## src/rtl/rsltab_pkg.sv

```systemverilog
`timescale 1ns / 1ps
// ----------------------------------------------------------------------------
// rsltab_pkg
// Shared types and constants for the reassembly slot table and its cells.
// ----------------------------------------------------------------------------
package rsltab_pkg;

    localparam int SLOT_COUNT_DEF = 8;

    localparam int OP_W       = 2;
    localparam int TIME_W     = 32;
    localparam int ID_W       = 32;
    localparam int IDX_W      = 3;
    localparam int STATUS_W   = 2;
    localparam int SLOT_W     = 3;
    localparam int EXP_W      = 4;
    localparam int IN_TDATA_W = 104;
    localparam int OUT_TDATA_W = 8;

    localparam logic [TIME_W-1:0] TIMEOUT_RESET = 32'd1000;
    localparam logic [EXP_W-1:0]  EXP_MAX       = 4'd15;

    typedef enum logic [OP_W-1:0] {
        OP_ALLOC = 2'd0,
        OP_FIND  = 2'd1,
        OP_FREE  = 2'd2,
        OP_AGE   = 2'd3
    } op_e_t;

    typedef enum logic [STATUS_W-1:0] {
        ST_OK   = 2'd0,
        ST_NONE = 2'd1,
        ST_FULL = 2'd2
    } status_e_t;

    // Command broadcast to every cell at once.
    typedef enum logic [2:0] {
        CC_IDLE,
        CC_CHECK,
        CC_RELEASE,
        CC_ALLOC,
        CC_FIND
    } cell_cmd_e_t;

    typedef enum logic [2:0] {
        S_IDLE,
        S_CHECK,
        S_RELEASE,
        S_ALLOC,
        S_FIND,
        S_DONE
    } state_e_t;

    typedef struct packed {
        cell_cmd_e_t        kind;
        op_e_t              op;
        logic [TIME_W-1:0]  now_ms;
        logic [ID_W-1:0]    frame_id;
        logic [ID_W-1:0]    match_mask;
        logic [IDX_W-1:0]   slot_index;
        logic [TIME_W-1:0]  timeout_ms;
    } cell_cmd_t;

    typedef struct packed {
        logic valid;
        logic hit;
        logic rel_sel;
        logic alloc_sel;
        logic match;
    } cell_stat_t;

    // Priority chains: set once some lower cell has claimed the operation.
    typedef struct packed {
        logic pend;
        logic free;
    } cell_chain_t;

endpackage

```

## src/rtl/rsltab_cell.sv

```systemverilog
`timescale 1ns / 1ps
// ----------------------------------------------------------------------------
// rsltab_cell
// One reassembly slot: identifier, last-used time and age rank, with the
// local compare logic and its link in the lowest-index priority chains.
// ----------------------------------------------------------------------------
module rsltab_cell
    import rsltab_pkg::*;
#(
    parameter int RANK_W     = 3,
    parameter int CELL_INDEX = 0
)
(
    input  logic              clk,
    input  logic              rst_n,
    input  cell_cmd_t         cmd,
    input  logic [RANK_W-1:0] bus_rank,
    input  cell_chain_t       chain_in,
    output cell_chain_t       chain_out,
    output cell_stat_t        stat,
    output logic [RANK_W-1:0] rank
);

    logic              valid_reg, valid_next;
    logic              pend_reg, pend_next;
    logic              hit_reg, hit_next;
    logic [ID_W-1:0]   id_reg, id_next;
    logic [TIME_W-1:0] time_reg, time_next;
    logic [RANK_W-1:0] rank_reg, rank_next;

    logic              rel_sel;
    logic              alloc_sel;
    logic              match;
    logic              expired;
    logic              id_hit;
    logic              index_hit;
    logic [TIME_W-1:0] age;

    assign rel_sel   = pend_reg & ~chain_in.pend;
    assign alloc_sel = ~valid_reg & ~chain_in.free;
    assign match     = hit_reg & valid_reg & (rank_reg == bus_rank);

    assign chain_out.pend = chain_in.pend | pend_reg;
    assign chain_out.free = chain_in.free | ~valid_reg;

    // The age wraps with the millisecond counter.
    assign age       = cmd.now_ms - time_reg;
    assign expired   = valid_reg & (age > cmd.timeout_ms);
    assign id_hit    = valid_reg & (((id_reg ^ cmd.frame_id) & cmd.match_mask) == '0);
    assign index_hit = valid_reg & (32'(cmd.slot_index) == 32'(CELL_INDEX));

    always_comb
    begin
        valid_next = valid_reg;
        pend_next  = pend_reg;
        hit_next   = hit_reg;
        id_next    = id_reg;
        time_next  = time_reg;
        rank_next  = rank_reg;
        case (cmd.kind)
            CC_CHECK:
            begin
                hit_next = id_hit;
                case (cmd.op)
                    OP_ALLOC, OP_AGE: pend_next = expired;
                    OP_FREE:          pend_next = index_hit;
                    default:          pend_next = 1'b0;
                endcase
            end
            CC_RELEASE:
            begin
                if (rel_sel)
                begin
                    valid_next = 1'b0;
                    pend_next  = 1'b0;
                end
                else if (valid_reg && rank_reg > bus_rank)
                begin
                    rank_next = rank_reg - 1'b1;
                end
            end
            CC_ALLOC:
            begin
                if (alloc_sel)
                begin
                    valid_next = 1'b1;
                    id_next    = cmd.frame_id;
                    time_next  = cmd.now_ms;
                    rank_next  = '0;
                end
                else if (valid_reg)
                begin
                    rank_next = rank_reg + 1'b1;
                end
            end
            CC_FIND:
            begin
                if (match)
                begin
                    time_next = cmd.now_ms;
                end
            end
            default:
            begin
                valid_next = valid_reg;
            end
        endcase
    end

    always_ff @(posedge clk or negedge rst_n)
    begin
        if (!rst_n)
        begin
            valid_reg <= 1'b0;
            pend_reg  <= 1'b0;
            hit_reg   <= 1'b0;
        end
        else
        begin
            valid_reg <= valid_next;
            pend_reg  <= pend_next;
            hit_reg   <= hit_next;
        end
    end

    always_ff @(posedge clk)
    begin
        id_reg   <= id_next;
        time_reg <= time_next;
        rank_reg <= rank_next;
    end

    assign stat.valid     = valid_reg;
    assign stat.hit       = hit_reg;
    assign stat.rel_sel   = rel_sel;
    assign stat.alloc_sel = alloc_sel;
    assign stat.match     = match;
    assign rank           = rank_reg;

endmodule

```

## src/rtl/reassembly_slot_table.sv

```systemverilog
`timescale 1ns / 1ps
// ----------------------------------------------------------------------------
// reassembly_slot_table
// Reassembly slot table for fragmented CAN frames, built as a row of cells.
// ----------------------------------------------------------------------------
// Usage: a request beat on the s_ channel carries the operation in s_tuser
// and the time, identifier, match mask and slot index in s_tdata. Each
// request gives exactly one result beat on the m_ channel: status in m_tuser,
// slot and expired count in m_tdata. The timeout register is written through
// cfg_we/cfg_wdata; the user must write it only while no request is in flight, as the block does not enforce this.
// Requests are handled one at a time by a small sequencer that drives all
// cells at once. Allocate checks all cells, releases the slots that the
// timeout sweep finds (one release per cycle, since each release renumbers
// the ranks of all cells) and then fills the lowest free slot; age-out does
// the same without the fill; free checks and releases the slot at slot_index;
// find steps a rank counter through the cells from the newest. The sequencer
// goes back to idle after the result is loaded, and only there takes the next request beat.
// Reset empties every slot and loads the timeout with 1000 ms. A result waits
// in the output register while m_tready is low; the next request is still
// accepted and worked on, and its result waits until the register drains.
// ----------------------------------------------------------------------------
module reassembly_slot_table
    import rsltab_pkg::*;
#(
    parameter int SLOT_COUNT = SLOT_COUNT_DEF
)
(
    input  logic                   clk,
    input  logic                   rst_n,
    input  logic                   s_tvalid,
    output logic                   s_tready,
    // now_ms [31:0], frame_id [63:32], match_mask [95:64], slot_index [98:96]
    input  logic [IN_TDATA_W-1:0]  s_tdata,
    // operation [1:0]
    input  logic [OP_W-1:0]        s_tuser,
    output logic                   m_tvalid,
    input  logic                   m_tready,
    // result_slot [2:0], expired_count [6:3]
    output logic [OUT_TDATA_W-1:0] m_tdata,
    // status [1:0]
    output logic [STATUS_W-1:0]    m_tuser,
    input  logic                   cfg_we,
    input  logic [TIME_W-1:0]      cfg_wdata
);

    localparam int RANK_W = (SLOT_COUNT > 1) ? $clog2(SLOT_COUNT) : 1;
    localparam logic [RANK_W-1:0] LAST_RANK = RANK_W'(SLOT_COUNT - 1);

    state_e_t            state_reg, state_next;
    op_e_t               op_reg, op_next;
    logic [TIME_W-1:0]   now_reg, now_next;
    logic [ID_W-1:0]     id_reg, id_next;
    logic [ID_W-1:0]     mask_reg, mask_next;
    logic [IDX_W-1:0]    idx_reg, idx_next;
    logic [TIME_W-1:0]   timeout_reg;
    logic [EXP_W-1:0]    count_reg, count_next;
    logic [RANK_W-1:0]   search_reg, search_next;
    logic                freed_reg, freed_next;
    status_e_t           res_status_reg, res_status_next;
    logic [SLOT_W-1:0]   res_slot_reg, res_slot_next;
    logic                m_tvalid_reg, m_tvalid_next;
    logic [STATUS_W-1:0] m_tuser_reg, m_tuser_next;
    logic [OUT_TDATA_W-1:0] m_tdata_reg, m_tdata_next;

    cell_cmd_t           cmd;
    cell_cmd_e_t         cmd_kind;
    logic [RANK_W-1:0]   bus_rank;
    cell_chain_t         chain [0:SLOT_COUNT];
    cell_stat_t          stat [0:SLOT_COUNT-1];
    logic [RANK_W-1:0]   rank [0:SLOT_COUNT-1];

    logic                any_pend;
    logic                any_free;
    logic                any_hit;
    logic                any_match;
    logic [RANK_W-1:0]   rel_rank;
    logic [RANK_W-1:0]   alloc_idx;
    logic [RANK_W-1:0]   match_idx;

    assign chain[0] = '0;

    genvar g;
    generate
        for (g = 0; g < SLOT_COUNT; g++)
        begin : g_cell
            rsltab_cell #(
                .RANK_W     (RANK_W),
                .CELL_INDEX (g)
            ) u_cell (
                .clk       (clk),
                .rst_n     (rst_n),
                .cmd       (cmd),
                .bus_rank  (bus_rank),
                .chain_in  (chain[g]),
                .chain_out (chain[g+1]),
                .stat      (stat[g]),
                .rank      (rank[g])
            );
        end
    endgenerate

    assign any_pend = chain[SLOT_COUNT].pend;
    assign any_free = chain[SLOT_COUNT].free;

    // Only one cell is selected at a time, so plain ORs collect its data.
    always_comb
    begin
        any_hit   = 1'b0;
        any_match = 1'b0;
        rel_rank  = '0;
        alloc_idx = '0;
        match_idx = '0;
        for (int k = 0; k < SLOT_COUNT; k++)
        begin
            any_hit   = any_hit | (stat[k].hit & stat[k].valid);
            any_match = any_match | stat[k].match;
            rel_rank  = rel_rank | (stat[k].rel_sel ? rank[k] : '0);
            alloc_idx = alloc_idx | (stat[k].alloc_sel ? RANK_W'(k) : '0);
            match_idx = match_idx | (stat[k].match ? RANK_W'(k) : '0);
        end
    end

    assign bus_rank = (state_reg == S_FIND) ? search_reg : rel_rank;

    assign cmd.kind       = cmd_kind;
    assign cmd.op         = op_reg;
    assign cmd.now_ms     = now_reg;
    assign cmd.frame_id   = id_reg;
    assign cmd.match_mask = mask_reg;
    assign cmd.slot_index = idx_reg;
    assign cmd.timeout_ms = timeout_reg;

    always_ff @(posedge clk or negedge rst_n)
    begin
        if (!rst_n)
        begin
            state_reg    <= S_IDLE;
            timeout_reg  <= TIMEOUT_RESET;
            m_tvalid_reg <= 1'b0;
        end
        else
        begin
            state_reg    <= state_next;
            m_tvalid_reg <= m_tvalid_next;
            if (cfg_we)
            begin
                timeout_reg <= cfg_wdata;
            end
        end
    end

    always_ff @(posedge clk)
    begin
        op_reg         <= op_next;
        now_reg        <= now_next;
        id_reg         <= id_next;
        mask_reg       <= mask_next;
        idx_reg        <= idx_next;
        count_reg      <= count_next;
        search_reg     <= search_next;
        freed_reg      <= freed_next;
        res_status_reg <= res_status_next;
        res_slot_reg   <= res_slot_next;
        m_tuser_reg    <= m_tuser_next;
        m_tdata_reg    <= m_tdata_next;
    end

    always_comb
    begin
        state_next      = state_reg;
        op_next         = op_reg;
        now_next        = now_reg;
        id_next         = id_reg;
        mask_next       = mask_reg;
        idx_next        = idx_reg;
        count_next      = count_reg;
        search_next     = search_reg;
        freed_next      = freed_reg;
        res_status_next = res_status_reg;
        res_slot_next   = res_slot_reg;
        m_tvalid_next   = m_tvalid_reg & ~m_tready;
        m_tuser_next    = m_tuser_reg;
        m_tdata_next    = m_tdata_reg;
        cmd_kind        = CC_IDLE;
        s_tready        = 1'b0;

        case (state_reg)
            S_IDLE:
            begin
                s_tready = 1'b1;
                if (s_tvalid)
                begin
                    op_next    = op_e_t'(s_tuser);
                    now_next   = s_tdata[31:0];
                    id_next    = s_tdata[63:32];
                    mask_next  = s_tdata[95:64];
                    idx_next   = s_tdata[98:96];
                    state_next = S_CHECK;
                end
            end
            S_CHECK:
            begin
                cmd_kind    = CC_CHECK;
                count_next  = '0;
                search_next = '0;
                freed_next  = 1'b0;
                state_next  = (op_reg == OP_FIND) ? S_FIND : S_RELEASE;
            end
            S_RELEASE:
            begin
                if (any_pend)
                begin
                    cmd_kind   = CC_RELEASE;
                    freed_next = 1'b1;
                    if (op_reg != OP_FREE && count_reg != EXP_MAX)
                    begin
                        count_next = count_reg + 1'b1;
                    end
                end
                else if (op_reg == OP_ALLOC)
                begin
                    state_next = S_ALLOC;
                end
                else
                begin
                    res_slot_next = '0;
                    if (op_reg == OP_FREE && !freed_reg)
                    begin
                        res_status_next = ST_NONE;
                    end
                    else
                    begin
                        res_status_next = ST_OK;
                    end
                    state_next = S_DONE;
                end
            end
            S_ALLOC:
            begin
                if (any_free)
                begin
                    cmd_kind        = CC_ALLOC;
                    res_status_next = ST_OK;
                    res_slot_next   = SLOT_W'(alloc_idx);
                end
                else
                begin
                    res_status_next = ST_FULL;
                    res_slot_next   = '0;
                end
                state_next = S_DONE;
            end
            S_FIND:
            begin
                cmd_kind = CC_FIND;
                // Ranks of valid slots are distinct, so the first rank that
                // matches belongs to the newest matching slot.
                if (any_match)
                begin
                    res_status_next = ST_OK;
                    res_slot_next   = SLOT_W'(match_idx);
                    state_next      = S_DONE;
                end
                else if (!any_hit || search_reg == LAST_RANK)
                begin
                    res_status_next = ST_NONE;
                    res_slot_next   = '0;
                    state_next      = S_DONE;
                end
                else
                begin
                    search_next = search_reg + 1'b1;
                end
            end
            S_DONE:
            begin
                if (!m_tvalid_reg || m_tready)
                begin
                    m_tvalid_next = 1'b1;
                    m_tuser_next  = res_status_reg;
                    m_tdata_next  = {1'b0, count_reg, res_slot_reg};
                    state_next    = S_IDLE;
                end
            end
            default:
            begin
                state_next = S_IDLE;
            end
        endcase
    end

    assign m_tvalid = m_tvalid_reg;
    assign m_tuser  = m_tuser_reg;
    assign m_tdata  = m_tdata_reg;

endmodule

```

## config.mk

```make
export PLATFORM = sky130hd
export DESIGN_NAME = reassembly_slot_table
export DESIGN_NICKNAME = d
export VERILOG_FILES = /design/src/rtl/rsltab_pkg.sv /design/src/rtl/rsltab_cell.sv /design/src/rtl/reassembly_slot_table.sv
export SDC_FILE = /design/constraint.sdc
export NUM_CORES = 2
export LEC_CHECK = 0
export BUFFER_PORTS_ARGS = -buffer_cell sky130_fd_sc_hd__buf_2
export CAP_MARGIN = 5
export CORE_MARGIN = 2
export CORE_UTILIZATION = 51
export CTS_CLUSTER_DIAMETER = 60
export DETAILED_ROUTE_END_ITERATION = 10
export GPL_ROUTABILITY_DRIVEN = 0
export PLACE_DENSITY = 0.72
export RECOVER_POWER = 100
export SYNTH_ARGS = -nofsm -noshare
export SYNTH_HDL_FRONTEND = slang
export SYNTH_SLANG_ARGS = --single-unit
```

## constraint.sdc

```tcl
create_clock -name clk -period 5.9 [get_ports clk]
set_input_delay 0 -clock clk [delete_from_list [all_inputs] [get_ports clk]]
set_output_delay 0 -clock clk [all_outputs]
set_load 0.005 [all_outputs]
```

==> results.sh <==
export IMPL_cp_start_kind="flip-flop"
export IMPL_die_area_um2=94200
export IMPL_fin_nets=5487
export IMPL_reg2reg_depth=22
export IMPL_hold_viol_final=0
export IMPL_grt_max_degree=64
export IMPL_clock_path_buffers=3
export IMPL_synth_area_per_cell_um2=10.7
export IMPL_criticalPathCategory="flip-flop to flip-flop"
export IMPL_n_antenna_cell=0
export IMPL_async_flop_share=0.0834
export IMPL_fin_skew_ns=0.0660
export IMPL_cellLeakagePower_uw=0.0228
export IMPL_htreeDepth=3
export IMPL_tritoncts="done"
export IMPL_power_density_nw_per_um2=473
export IMPL_drt_wl_total_mm=131
export IMPL_cts_sinks=719
export IMPL_port_buffers=148
export IMPL_seq_area_frac_synth=0.455
export IMPL_cp_slowest_cell="edfxtp_1"
export IMPL_drc=0
export IMPL_die_h_um=307
export IMPL_ir_drop_v=0.000362
export IMPL_utilization=0.593
export IMPL_yosysUniqueCellTypes=85
export IMPL_netlist_instances=4365
export IMPL_violations="capacitance limit, slew limit"
export IMPL_hold_slack_ns=0.0176
export IMPL_cap_violations=12
export IMPL_cp_cell_sequence="inv_1, buf_4, ha_1, inv_1, fa_1, a211o_1, o211ai_1, a211oi_1, a211o_1, a31oi_1, a21oi_1, a211oi_1, o211ai_1, xnor2_1, ha_1, nand4_1, nor2_1, nand4_1, nor3_1, nand2_1, nand4_1, o22ai_1"
export IMPL_hold_path_class="input port to flip-flop"
export IMPL_tightest_slew_ns=2.91
export IMPL_grt_pass1_vias=35800
export IMPL_crit_top_cell="nand4_1"
export IMPL_vias_per_cell=5.98
export IMPL_vias=36200
export IMPL_grt_pass1_wl_mm=201
export IMPL_place_area_um2=49400
export IMPL_ys_ff_latch=719
export IMPL_endpoint_kind="flip-flop"
export IMPL_finalPower_uw=25600
export IMPL_grt_usage=0.277
export IMPL_synth_main_ff_cell="edfxtp_1"
export IMPL_postCtsSetupBuffers=0
export IMPL_yosysWarnings=0
export IMPL_core_area_um2=91200
export IMPL_first_pass_iters=6
export IMPL_place_hpwl_mm=92.4
export IMPL_syn_nets=5063
export IMPL_overflow=0
export IMPL_outcome="complete, but fails checks"
export IMPL_max_freq_mhz=181
export IMPL_regArea_um2=21300
export IMPL_clkTransAtPathRegs_ns=0.06
export IMPL_synth_edf_count=659
export IMPL_min_period_ns=5.52
export IMPL_ant_nets=0
export IMPL_rsz0062_at_grt="no"
export IMPL_drive_above_1_share=0.0706
export IMPL_root_buffer="clkbuf_16"
export IMPL_post_route_period_util=0.935
export IMPL_whs_path_depth=2
export IMPL_row_count=111
export IMPL_n_fill_cell=7301
export IMPL_setup_viol=0
export IMPL_initial_core_util=0.513
export IMPL_die_x_um=307
export IMPL_finalSetupTns_ns=0
export IMPL_io_pins=155
export IMPL_dr_first_iter_drc_count=2929
export IMPL_cts_made_buffers=86
export IMPL_syn_to_final_growth_pct=15.7
export IMPL_antenna_found_initial=2
export IMPL_post_drt_wl_per_cell_um=21.7
export IMPL_cp_max_fo=9
export IMPL_clk_latency_ns=0.72
export IMPL_cpPeakStageDelay_ns=0.54
export IMPL_worstPathArrival_ns=6.07
export IMPL_critPathRequiredTime_ns=6.46
export IMPL_netlist_area_um2=46800
export IMPL_slew_headroom=-0.942
export IMPL_drv_slew=360
export IMPL_multiInputGateArea_um2=23700
export IMPL_final_area_um2=54100
-- cells in the final DEF, fill, tap and decap left out, types with 95 or more instances in the layout --
cell           count
a21o_1           197
a21oi_1          304
a22oi_1          109
buf_2            127
dlygate4sd3_1    213
edfxtp_1         659
ha_1             547
inv_1            387
nand2_1          200
nand4_1           95
nor2_1           238
o21ai_0          197
xnor2_1          134
xor2_1           324
-- power breakdown --
group / switching (µW) / total, µW / leakage, µW / internal (µW)
sequential: 839 / 7690 / 0.00677 / 6850
combinational: 7220 / 12500 / 0.0146 / 5260
clock: 2340 / 5450 / 0.00141 / 3110
-- per-layer routing --
metal | GRT usage | routed length, µm | vias up | share of wire
met5 | 0 | 0 | - | 0
met4 | 0.137 | 6850 | 0 | 0.052
met3 | 0.0409 | 8910 | 359 | 0.068
met2 | 0.475 | 63400 | 1413 | 0.48
met1 | 0.340 | 52300 | 17400 | 0.40
li1 | - | - | 17000 | -
-- final timing paths --
| check | from | endpoint | slack (ns) |
|---|---|---|---|
| setup / recovery | now_reg[0] | g_cell[0].u_cell.pend_reg | 0.38 |
| hold / removal | s_tdata[44] | id_reg[12] | 0.02 |
| setup reg to reg | now_reg[0] | g_cell[0].u_cell.pend_reg | 0.38 |
| hold reg to reg | res_slot_reg[1] | m_tdata[1] | 0.42 |
| max in group asynchronous | rst_n | timeout_reg[29] | 2.53 |
| min in group asynchronous | rst_n | g_cell[3].u_cell.hit_reg | 0.96 |
-- synthesized netlist by cell type, drive strengths merged (20+ instances only) --
master  count  area share
xor2      324       0.061
xnor2     134       0.025
a21oi     305       0.033
o21ai     201       0.022
nand3      79      0.0085
o21a       57      0.0091
nand4      95       0.013
nor2b      74      0.0099
dfrtp      54       0.029
and3       35      0.0047
edfxtp    659        0.42
o211ai     32      0.0051
nand2b     50      0.0067
nor3       83      0.0089
o21bai     35      0.0056
a21o      199       0.032
a31oi      34      0.0047
nor4       21      0.0028
nand2     200       0.016
a221oi     24      0.0045
nor2      241       0.019
a22oi     109       0.017
ha        547        0.15
a211oi     20      0.0032
clkbuf    100      0.0080
inv       387       0.031
-- layout make-up --
| class | instances | area share |
|---|---|---|
| tap | 1186 | 0.0274 |
| inverter | 387 | 0.0268 |
| timing repair buffer | 447 | 0.0603 |
| sequential | 719 | 0.394 |
| clock buffer | 100 | 0.0417 |
| multi-input combinational | 3148 | 0.438 |
| clock inverter | 59 | 0.0126 |
-- timing repair --
action | 4_1_cts | 5_1_grt
hold buffers | 214 | 0
hold endpoints to repair | 228 | 0
gates resized for setup | 0 | 0
-- per-stage QoR --
step                      setup slack [ns]  instances
after floorplan                      0.281       4365
after CTS                            0.454       6046
final                                0.383       6046
after global placement               0.527       5673
after detailed placement             0.450       5673
after global routing                0.0718       6046
-- logic make-up after synthesis --
logic type	synth area share
AND/OR/NAND/NOR	0.103
multiplexers	0.000883
XOR/XNOR	0.0857
buffers and inverters	0.0400
flip-flops	0.455
AO/OA/AOI/OAI	0.166
adder cells (fa/ha/maj)	0.150
other	0.0000802
-- worst max-delay path: cells and delay by family (launching register included) --
family                   cells  cell delay [ns]
adder cells (fa/ha/maj)      3             0.88
AND/OR/NAND/NOR              6             1.26
flip-flops                   1             0.54
buffers and inverters        3             0.37
XOR/XNOR                     1             0.17
AO/OA/AOI/OAI                9             2.16
Note: power is estimated with default switching activity, not from simulation.
